## config.mk

```make
export PLATFORM = sky130hd
export DESIGN_NAME = pbcw_controller
export DESIGN_NICKNAME = d
export VERILOG_FILES = /design/src/rtl/pbcw_pkg.sv /design/src/rtl/pbcw_controller.sv
export SDC_FILE = /design/constraint.sdc
export NUM_CORES = 1
export LEC_CHECK = 0
export BUFFER_PORTS_ARGS = -buffer_cell sky130_fd_sc_hd__buf_2
export CELL_PAD_IN_SITES_DETAIL_PLACEMENT = 1
export CELL_PAD_IN_SITES_GLOBAL_PLACEMENT = 1
export CORE_AREA = 2 2 39 41
export DETAILED_ROUTE_END_ITERATION = 8
export DIE_AREA = 0 0 41 43
export GPL_ROUTABILITY_DRIVEN = 0
export PLACE_DENSITY_LB_ADDON = 0.1
export SLEW_MARGIN = 25
export SYNTH_ARGS = -nofsm -noshare
export SYNTH_HDL_FRONTEND = slang
export SYNTH_SLANG_ARGS = --single-unit
```

## constraint.sdc

```tcl
create_clock -name aclk -period 3.9 [get_ports aclk]
set_input_delay 0.39 -clock aclk [delete_from_list [all_inputs] [get_ports aclk]]
set_output_delay 0.39 -clock aclk [all_outputs]
set_load 0.05 [all_outputs]
```

## src/rtl/pbcw_pkg.sv

```systemverilog
// Shared types and constants for the pileup base-count window.
`timescale 1ns / 1ps
package pbcw_pkg;

    localparam int WINDOW_LOG2_DEF = 10;
    localparam int COUNT_BITS_DEF  = 16;

    localparam logic [1:0] OP_OBSERVE = 2'd0;
    localparam logic [1:0] OP_READ_END = 2'd1;
    localparam logic [1:0] OP_RETIRE  = 2'd2;

    localparam logic [2:0] ST_OK        = 3'd0;
    localparam logic [2:0] ST_BEFORE    = 3'd1;
    localparam logic [2:0] ST_OVERFLOW  = 3'd2;
    localparam logic [2:0] ST_END_ZERO  = 3'd3;
    localparam logic [2:0] ST_EMPTY     = 3'd4;

    localparam logic [2:0] BASE_N    = 3'd4;
    localparam logic [2:0] REF_UNSET = 3'd5;

    typedef struct packed {
        logic [1:0]  opcode;
        logic [31:0] position;
        logic [2:0]  ref_base;
        logic [2:0]  alt_base;
        logic [7:0]  quality;
    } in_word_t;

    typedef struct packed {
        logic [2:0]  status;
        logic [31:0] out_position;
        logic [2:0]  out_ref_base;
        logic [15:0] depth;
        logic [15:0] end_count;
        logic [15:0] low_quality_count;
        logic [15:0] ref_match_count;
        logic [15:0] count_a;
        logic [15:0] count_c;
        logic [15:0] count_g;
        logic [15:0] count_t;
        logic [15:0] count_n;
    } out_word_t;

    typedef struct packed {
        logic clear_step;
        logic capture;
        logic update;
    } dp_cmd_t;

    typedef struct packed {
        logic clear_last;
    } dp_sts_t;

endpackage

```

## src/rtl/pbcw_controller.sv

```systemverilog
// Controller: clearing pass, item sequencing and result valid.
`timescale 1ns / 1ps
module pbcw_controller
    import pbcw_pkg::*;
(
    input  logic    aclk,
    input  logic    aresetn,
    input  logic    s_valid,
    output logic    s_ready,
    output logic    m_valid,
    input  logic    m_ready,
    output dp_cmd_t cmd,
    input  dp_sts_t sts
);

    typedef enum logic [1:0] {S_CLEAR, S_IDLE, S_READ, S_UPDATE} state_t;

    state_t state_reg, state_next;
    logic   m_valid_reg;

    assign s_ready = (state_reg == S_IDLE) && (!m_valid_reg || m_ready);
    assign m_valid = m_valid_reg;

    always_comb begin
        cmd = '0;
        state_next = state_reg;
        unique case (state_reg)
            S_CLEAR: begin
                cmd.clear_step = 1'b1;
                if (sts.clear_last) state_next = S_IDLE;
            end
            S_IDLE: begin
                if (s_valid && s_ready) begin
                    cmd.capture = 1'b1;
                    state_next = S_READ;
                end
            end
            S_READ: state_next = S_UPDATE;
            S_UPDATE: begin
                cmd.update = 1'b1;
                state_next = S_IDLE;
            end
            default: state_next = S_IDLE;
        endcase
    end

    always_ff @(posedge aclk) begin
        if (!aresetn) begin
            state_reg   <= S_CLEAR;
            m_valid_reg <= 1'b0;
        end else begin
            state_reg <= state_next;
            if (state_reg == S_UPDATE) m_valid_reg <= 1'b1;
            else if (m_ready) m_valid_reg <= 1'b0;
        end
    end

    a_update_slot_free: assert property (@(posedge aclk) disable iff (!aresetn)
        state_reg == S_UPDATE |-> !m_valid_reg) else $error("result overwritten");
    a_update_sets_valid: assert property (@(posedge aclk) disable iff (!aresetn)
        state_reg == S_UPDATE |=> m_valid_reg) else $error("result lost");
    a_accept_reads: assert property (@(posedge aclk) disable iff (!aresetn)
        s_valid && s_ready |=> state_reg == S_READ) else $error("accept not sequenced");

endmodule

```

Word level (Yosys, flattened, before mapping)
Cells that the tools add are included.
{"block": "word_totals", "elab_cells": 23, "output_inout_bits": 5, "ff_bits": 3, "input_bits": 5}
{"block": "op_classes", "n_eq_ne": 5, "n_reduce_logical": 7, "mux": 9}
{"op": "2-bit one-hot mux with 4 select lines", "n": 1}
{"op": "1-bit 2-to-1 mux", "n": 6}
{"op": "2-bit equality test (second input constant)", "n": 2}
{"op": "2-bit 2-to-1 mux", "n": 2}
{"op": "2-bit by 1-bit equality test with 1-bit output (second input constant)", "n": 1}
{"op": "1-bit logical AND", "n": 2}
{"op": "2-bit zero test", "n": 1}
{"op": "2-bit by 1-bit inequality test with 1-bit output (second input constant)", "n": 1}
{"op": "2-bit inequality test (second input constant)", "n": 1}
{"op": "2-bit AND reduction", "n": 1}
{"op": "2-bit nonzero test", "n": 1}
{"op": "1-bit zero test", "n": 1}
{"op": "1-bit logical OR", "n": 1}

Depth between registers and ports, before layout
Gate-level depths: netlist (run 1).
{"block": "depth", "depth_word": 6, "ltp_mapped": 5, "ltp_nobuf": 5}

Worst setup path before layout (run 1)
Ideal clock, no wire load.
{"block": "synth_timing", "kind": "register to output", "startpoint": "register m_valid_reg, in the netlist m_valid", "endpoint": "output cmd[1] in the netlist's numbering", "slack_ns": 2.207, "stages_incl_launch_ff": 3, "arrival_ns": 1.303, "path_cell_list": "dfxtp_1 > or2b_2 > and3_1"}
{"item": "from (decl)", "line": "pbcw_controller.sv:19", "source": "logic m_valid_reg;"}
{"item": "from (signal assigned)", "line": "pbcw_controller.sv:50", "source": "m_valid_reg <= 1'b0;"}
{"item": "from (signal assigned)", "line": "pbcw_controller.sv:53", "source": "if (state_reg == S_UPDATE) m_valid_reg <= 1'b1;"}
{"item": "from (signal assigned)", "line": "pbcw_controller.sv:54", "source": "else if (m_ready) m_valid_reg <= 1'b0;"}
{"item": "to (decl)", "line": "pbcw_controller.sv:12", "source": "output dp_cmd_t cmd,"}

==> results.yml, run 1 <==
floorplan:
  dieArea_mm2: 0.001763
  die_y_um: 43
  ioPinCount: 10
  core.rowCount: 14
  die_w_um: 41
  initial_core_util: 0.1582
  core_area_mm2: 0.001384
power_and_ir_drop:
  p_sw_mw: 0.1092
  p_leak_nw: 0.1581
  vdd_drop_max_mv: 0.1721
  p_per_area_mw_per_mm2: 735.8
  power_mw: 0.2283
  seq_power_share: 0.213
  p_sw_frac: 0.4781
  power.share.clock: 0.231
  p_int_mw: 0.1192
  comb_power_share: 0.556
global_route:
  grtUsageTotal: 0.07207
  grt_antenna_before_repair: 0
  grt_max_degree: 6
  grt_pass1_wl_um: 752
  grt_pass1_vias: 204
  grt.overflow.total: 0
finish:
  final_cell_mix: "buf_2 (9), ha_1 (4)"
  n_antenna_cell: 0
  utilization: 0.2242
  drive_above_1_share: 0.4167
  stdcell_count: 52
  nNetsFinal: 46
  final_common_cell: "buf_2"
  largest_reg_flops: 2
  area_delta_synth_final_pct: 41.71
clock_network:
  cts.sinks: 3
  h-tree-depth: 1
  cts_setup_buffers: 0
  clockRootBuffer: "clkbuf_4"
  clk_pin_slew_worst_paths_ns: 0.03
  clock_latency_ns: 0.23
  clock_path_buffers: 2
  holdBufCountCts: 0
  cts_made_buffers: 3
  cts_resized: 0
  cts_tree: "done"
setup_path:
  critical_path_class: "register to primary output"
  slowest_stage: "dfxtp_1"
  r2r_slack_ns: 2.54
  path_cells: "ha_1 -> and3_1 -> buf_2"
  critPathTopFamily: "flip-flops"
  critPathLaunchType: "register"
  slowest_delay_ns: 0.40
  crit_path_end_kind: "primary output"
  arrival_ns: 1.27
  required_ns: 3.51
  cp_max_fo: 5
  path_buf_inv: 1
place:
  hpwlAfterDp_um: 425.4
  numPortBuffers: 9
  dp.cells: 48
sta:
  finalHoldViolations: 0
  timing.fmax_mhz: 604.2
  rsz0062_at_grt: "false"
  finalSetupViolCount: 0
  worstMarginPinSlew_ns: 0.2500
  max_slew_margin: 0.8345
  finalCritPeriodShare: 0.4244
  setup_tns_ns: 0
  slew_violations: 0
  fin_crit_ns: 1.655
  whs_ns: 0.4295
  fin_skew_ns: 0.00008345
drt:
  wl_um: 490
  firstDrtPassIters: 1
  wl_per_cell_um: 9.423
  final_antenna_net_count: 0
  first_iter_violations: 0
  route.detailed.drc: 0
  vias_per_cell: 3.885
  vias: 202
yosys:
  netlist_area_um2: 219.0
  syn_inst: 23
  ys_warn_count: 0
  synth.net_count: 32
  syn_area_per_cell_um2: 9.520
  synth.distinct_cells: 13
  synth.yosys.seq_area_share: 0.2743
  synth.ff_latch_count: 3
hold_path:
  hold_path.class: "primary input to register"
run_status:
  outcome: "completed"
flow_run:
  maxCapViolCount: 0
per-layer routing:
metal  global-route usage  wire length (um)  up-vias
li1                     -                 -      101
met1              0.05096               186       88
met2               0.1094               229       11
met3              0.06283                59        2
met4              0.06000                14        0
met5                    0                 0        -
final timing paths:
path                   to  depth (start not counted)         start
max reg2reg  state_reg[1]                          5  state_reg[1]
min reg2reg  state_reg[1]                          2  state_reg[1]
max                cmd[1]                          3  state_reg[0]
min               m_valid                          2       aresetn
power groups by stage:
stage	logic, mW	clock network (mW)	registers (mW)
6_report	0.127	0.0528	0.0486
5_1_grt	0.139	0.0592	0.0512
4_1_cts	0.130	0.0561	0.0490
3_5_place_dp	0.130	0	0.0496
3_3_place_gp	0.128	0	0.0493
2_1_floorplan	0.100	0	0.0521
kinds of logic (layout without fill, tap and decap cells):
logic type	Yosys count	in the layout	share of synthesized area
and+or+nand+nor	9	9	0.2686
DFF	3	3	0.2743
buffers and inverters	3	16	0.05142
muxes	2	2	0.09143
adders and majority gates	4	4	0.2286
AOI/OAI and AO/OA	2	2	0.08572
cell usage after synthesis:
cell type / n / area (um2)
and2_1: 1 / 6.260
and3_1: 1 / 6.260
nor2b_1: 1 / 6.260
nand2_1: 3 / 11.26
inv_1: 3 / 11.26
nand2b_1: 1 / 6.260
o21a_1: 1 / 7.510
mux2i_1: 2 / 20.02
or2b_2: 1 / 8.760
ha_1: 4 / 50.05
a221o_2: 1 / 11.26
nor2b_4: 1 / 13.76
dfxtp_1: 3 / 60.06
stage by stage:
step           setup slack, ns  instance area (um2)
6_report                 2.245                310.3
2_1_floorplan            2.207                219.0
5_1_grt                  2.092                310.3
3_5_place_dp             2.314                284.0
3_3_place_gp             2.332                284.0
4_1_cts                  2.211                310.3
final cells by class:
class | instances | area (um2)
clock buffer | 4 | 26.28
fill | 178 | 1074
inverter | 3 | 11.26
multi-input combinational | 17 | 147.6
sequential | 3 | 60.06
tap | 16 | 20.02
timing repair buffer | 9 | 45.04
(Power assumes the default switching activity.)
==> run 2: changes to the inputs <==
==> constraint.sdc (replaced) <==
create_clock -name aclk -period 1.7 [get_ports aclk]
set_input_delay 0.17 -clock aclk [delete_from_list [all_inputs] [get_ports aclk]]
set_output_delay 0.17 -clock aclk [all_outputs]
set_load 0.05 [all_outputs]
==> run 2 against run 1 <==
Sequential power is 130% higher. Sequential cell count stayed put. Largest cell class unchanged. Worst hold slack worse by 0.22 ns. Utilization stayed put. Die area stayed put.
==> results.yml, run 2 (same netlist as run 1, synthesis figures left out) <==
hold_path:
  hold_path_depth: 2
  hold_path.class: "primary input to register"
  holdCritStartpoint: "aresetn"
setup_path:
  crit_path_end_kind: "primary output"
  critPathLaunchType: "register"
  cp_max_fo: 5
  required_ns: 1.53
  startpoint: "state_reg[0]"
  arrival_ns: 1.28
  critical_path_class: "register to primary output"
  rr_worst_depth: 5
  r2r_start: "state_reg[1]"
sta:
  finalHoldViolations: 0
  setup_tns_ns: 0
  whs_ns: 0.2065
  finalSetupViolCount: 0
  slew_violations: 0
  finalCritPeriodShare: 0.8550
  fin_crit_ns: 1.453
  timing.fmax_mhz: 688.0
  rsz0062_at_grt: "false"
  worstMarginPinSlew_ns: 0.2521
  fin_skew_ns: 0.003891
  max_slew_margin: 0.8331
clock_network:
  h-tree-depth: 1
  cts.sinks: 3
  cts_resized: 0
  clk_pin_slew_worst_paths_ns: 0.04
  clock_latency_ns: 0.24
  cts_made_buffers: 3
  clockRootBuffer: "clkbuf_4"
  cts_tree: "done"
  clock_path_buffers: 2
  holdBufCountCts: 0
  cts_setup_buffers: 0
finish:
  n_antenna_cell: 0
  utilization: 0.2242
  final_common_cell: "buf_2"
  final_cell_mix: "buf_2 (9), ha_1 (4)"
  nNetsFinal: 46
  largest_reg_flops: 2
  area_delta_synth_final_pct: 41.71
  drive_above_1_share: 0.4167
floorplan:
  die_w_um: 41
  core.rowCount: 14
  dieArea_mm2: 0.001763
  die_y_um: 43
  initial_core_util: 0.1582
  core_area_mm2: 0.001384
  ioPinCount: 10
drt:
  firstDrtPassIters: 3
  first_iter_violations: 1
  wl_per_cell_um: 9.692
  vias: 203
  wl_um: 504
  vias_per_cell: 3.904
  route.detailed.drc: 0
  final_antenna_net_count: 0
global_route:
  grt_antenna_before_repair: 0
  grt_pass1_vias: 196
  grt_pass1_wl_um: 814
  grt_max_degree: 6
  grtUsageTotal: 0.07900
  grt.overflow.total: 0
place:
  numPortBuffers: 9
  hpwlAfterDp_um: 425.2
power_and_ir_drop:
  p_leak_nw: 0.1581
  p_per_area_mw_per_mm2: 1702
  vdd_drop_max_mv: 0.4652
flow_run:
  maxCapViolCount: 0
run_status:
  outcome: "completed"
[run 2: cell counts in the layout (fill, tap and decap cells not counted)]
No cell type changed its count.
[run 2: area by class of cell]
cell class	instances	area, um2
fillers	172	1074
well taps	16	20.02
inverters	3	11.26
repair buffers	9	45.04
flip-flops and latches	3	60.06
clock buffers	4	26.28
multi-input cells	17	147.6
[run 2: worst paths after layout]
| check | endpoint | slack, ns |
|---|---|---|
| worst max-delay path | cmd[1] | 0.25 |
| worst min-delay path | m_valid | 0.21 |
| worst min register to register | state_reg[1] | 0.48 |
| worst max register to register | state_reg[0] | 0.35 |
[run 2: worst max-delay path: stages, from the launching register on]
cell	delay (ns)
dfxtp_1	0.41
ha_1	0.23
and3_1	0.16
buf_2	0.26
[run 2: through the flow]
stage	instance area, um2	worst slack (ns)	cells	total power, mW
after global routing	310.3	0.1056	52	0.5773
after floorplan	219.0	0.2266	23	0.3491
after CTS	310.3	0.2099	52	0.5431
final	310.3	0.2466	52	0.5283
after detailed placement	284.0	0.3341	48	0.4099
after global placement	284.0	0.3495	48	0.4075
[run 2: power by group]
group	leakage, nW	internal, mW	total, mW	switching (mW)
registers	0.0247	0.0907	0.112	0.0217
clock network	0.0150	0.0881	0.127	0.0390
logic	0.118	0.0935	0.289	0.195
[run 2: routing by layer]
metal,global-route usage,share of wire,up-vias
met2,0.1000,0.44,12
met5,0,0,-
met3,0.07853,0.16,2
met4,0.06000,0.028,0
li1,-,-,100
met1,0.07302,0.38,89
==> run 3: changes to the inputs <==
--- a/config.mk
+++ b/config.mk
@@ -12,7 +12,7 @@
 export DETAILED_ROUTE_END_ITERATION = 8
 export DIE_AREA = 0 0 41 43
 export GPL_ROUTABILITY_DRIVEN = 0
-export PLACE_DENSITY_LB_ADDON = 0.1
+export PLACE_DENSITY = 0.56
 export SLEW_MARGIN = 25
 export SYNTH_ARGS = -nofsm -noshare
 export SYNTH_HDL_FRONTEND = slang
==> run 3 against run 2 <==
Highest routed layer is now met3. Combinational power fell by 1%. Sequential cell count unchanged. Die area unchanged. Critical endpoint unchanged. Largest power group unchanged. Via count is 3.4% lower. Sequential power about the same.
==> results.yml, run 3 (same netlist as run 1, synthesis figures left out) <==
drt:
  final_antenna_net_count: 0
  first_iter_violations: 2
  vias_per_cell: 3.769
  wl_um: 414
  vias: 196
  wl_per_cell_um: 7.962
  firstDrtPassIters: 3
  route.detailed.drc: 0
setup_path:
  critPathTopFamily: "flip-flops"
  startpoint: "state_reg[0]"
  path_cells: "ha_1 -> and3_1 -> buf_2"
  critical_path_class: "register to primary output"
  required_ns: 1.53
  path_buf_inv: 1
  arrival_ns: 1.26
  r2r_start: "state_reg[1]"
  cp_max_fo: 5
  crit_path_end_kind: "primary output"
  critPathLaunchType: "register"
  slowest_stage: "dfxtp_1"
  slowest_delay_ns: 0.40
place:
  dp.cells: 48
  numPortBuffers: 9
  hpwlAfterDp_um: 361.2
power_and_ir_drop:
  p_per_area_mw_per_mm2: 1667
  p_leak_nw: 0.1581
  vdd_drop_max_mv: 0.5351
floorplan:
  ioPinCount: 10
  initial_core_util: 0.1582
  dieArea_mm2: 0.001763
  core.rowCount: 14
  die_w_um: 41
  core_area_mm2: 0.001384
  die_y_um: 43
clock_network:
  clock_latency_ns: 0.23
  clk_pin_slew_worst_paths_ns: 0.04
  clock_path_buffers: 2
  holdBufCountCts: 0
  cts_tree: "done"
  cts_resized: 0
  cts.sinks: 3
  h-tree-depth: 1
  cts_made_buffers: 3
  clockRootBuffer: "clkbuf_4"
  cts_setup_buffers: 0
finish:
  final_cell_mix: "buf_2 (9), ha_1 (4)"
  utilization: 0.2242
  n_fill_cell: 170
  area_delta_synth_final_pct: 41.71
  n_antenna_cell: 0
  regArea_um2: 60.06
  final_common_cell: "buf_2"
  nNetsFinal: 46
  stdcell_count: 52
  drive_above_1_share: 0.4167
  largest_reg_flops: 2
  multi_input_area_um2: 147.6
global_route:
  grt_pass1_wl_um: 641
  grtUsageTotal: 0.06012
  grt_max_degree: 6
  grt_pass1_vias: 174
  grt.overflow.total: 0
  grt_antenna_before_repair: 0
sta:
  finalSetupViolCount: 0
  fin_crit_ns: 1.433
  worstMarginPinSlew_ns: 0.2532
  finalCritPeriodShare: 0.8430
  setup_tns_ns: 0
  finalHoldViolations: 0
  timing.fmax_mhz: 697.8
  slew_violations: 0
  whs_ns: 0.2224
  fin_skew_ns: 0.002391
  rsz0062_at_grt: "false"
  max_slew_margin: 0.8324
hold_path:
  holdCritStartpoint: "aresetn"
  hold_path.class: "primary input to register"
flow_run:
  maxCapViolCount: 0
run_status:
  outcome: "completed"
[run 3: cell counts in the layout (fill, tap and decap cells not counted)]
Identical to the previous run, type by type.
[run 3: path summary, 6_finish.rpt]
| check | to | slack, ns | depth (start not counted) |
|---|---|---|---|
| min | m_valid | 0.22 | 2 |
| max reg2reg | state_reg[1] | 0.35 | 5 |
| max | cmd[1] | 0.27 | 3 |
| min reg2reg | state_reg[1] | 0.50 | 2 |
[run 3: routing by layer]
metal  track usage  vias up  wire length (um)
met2       0.07188        9               157
met1       0.05431       86               197
met4       0.04000        0                 0
met3       0.07330        0                60
li1              -      101                 -
met5             0        -                 0
[run 3: cell type report]
cell class | instances | area share
clock buffer | 4 | 0.08468
timing repair buffer | 9 | 0.1452
multi-input combinational | 17 | 0.4758
tap | 16 | 0.06452
sequential | 3 | 0.1935
inverter | 3 | 0.03629
[run 3: worst register-to-register path, delay by kind of cell, from the launching register on]
kind                       cells  cell delay, ns
muxes                          1            0.13
buffers and inverters          1            0.09
adders and majority gates      1            0.22
AOI/OAI and AO/OA              1            0.32
and+or+nand+nor                1            0.14
DFF                            1            0.35
[run 3: through the flow]
| step | power, mW | area, um2 | setup slack (ns) |
|---|---|---|---|
| 2_1_floorplan | 0.3491 | 219.0 | 0.2266 |
| 3_3_place_gp | 0.4026 | 284.0 | 0.3571 |
| 3_5_place_dp | 0.4027 | 284.0 | 0.3363 |
| 4_1_cts | 0.5299 | 310.3 | 0.2426 |
| 5_1_grt | 0.5631 | 310.3 | 0.1618 |
| 6_report | 0.5171 | 310.3 | 0.2668 |
[run 3: where the power goes]
group          switching [mW]  internal, mW
clock                  0.0325        0.0877
sequential             0.0213        0.0907
combinational           0.192        0.0929
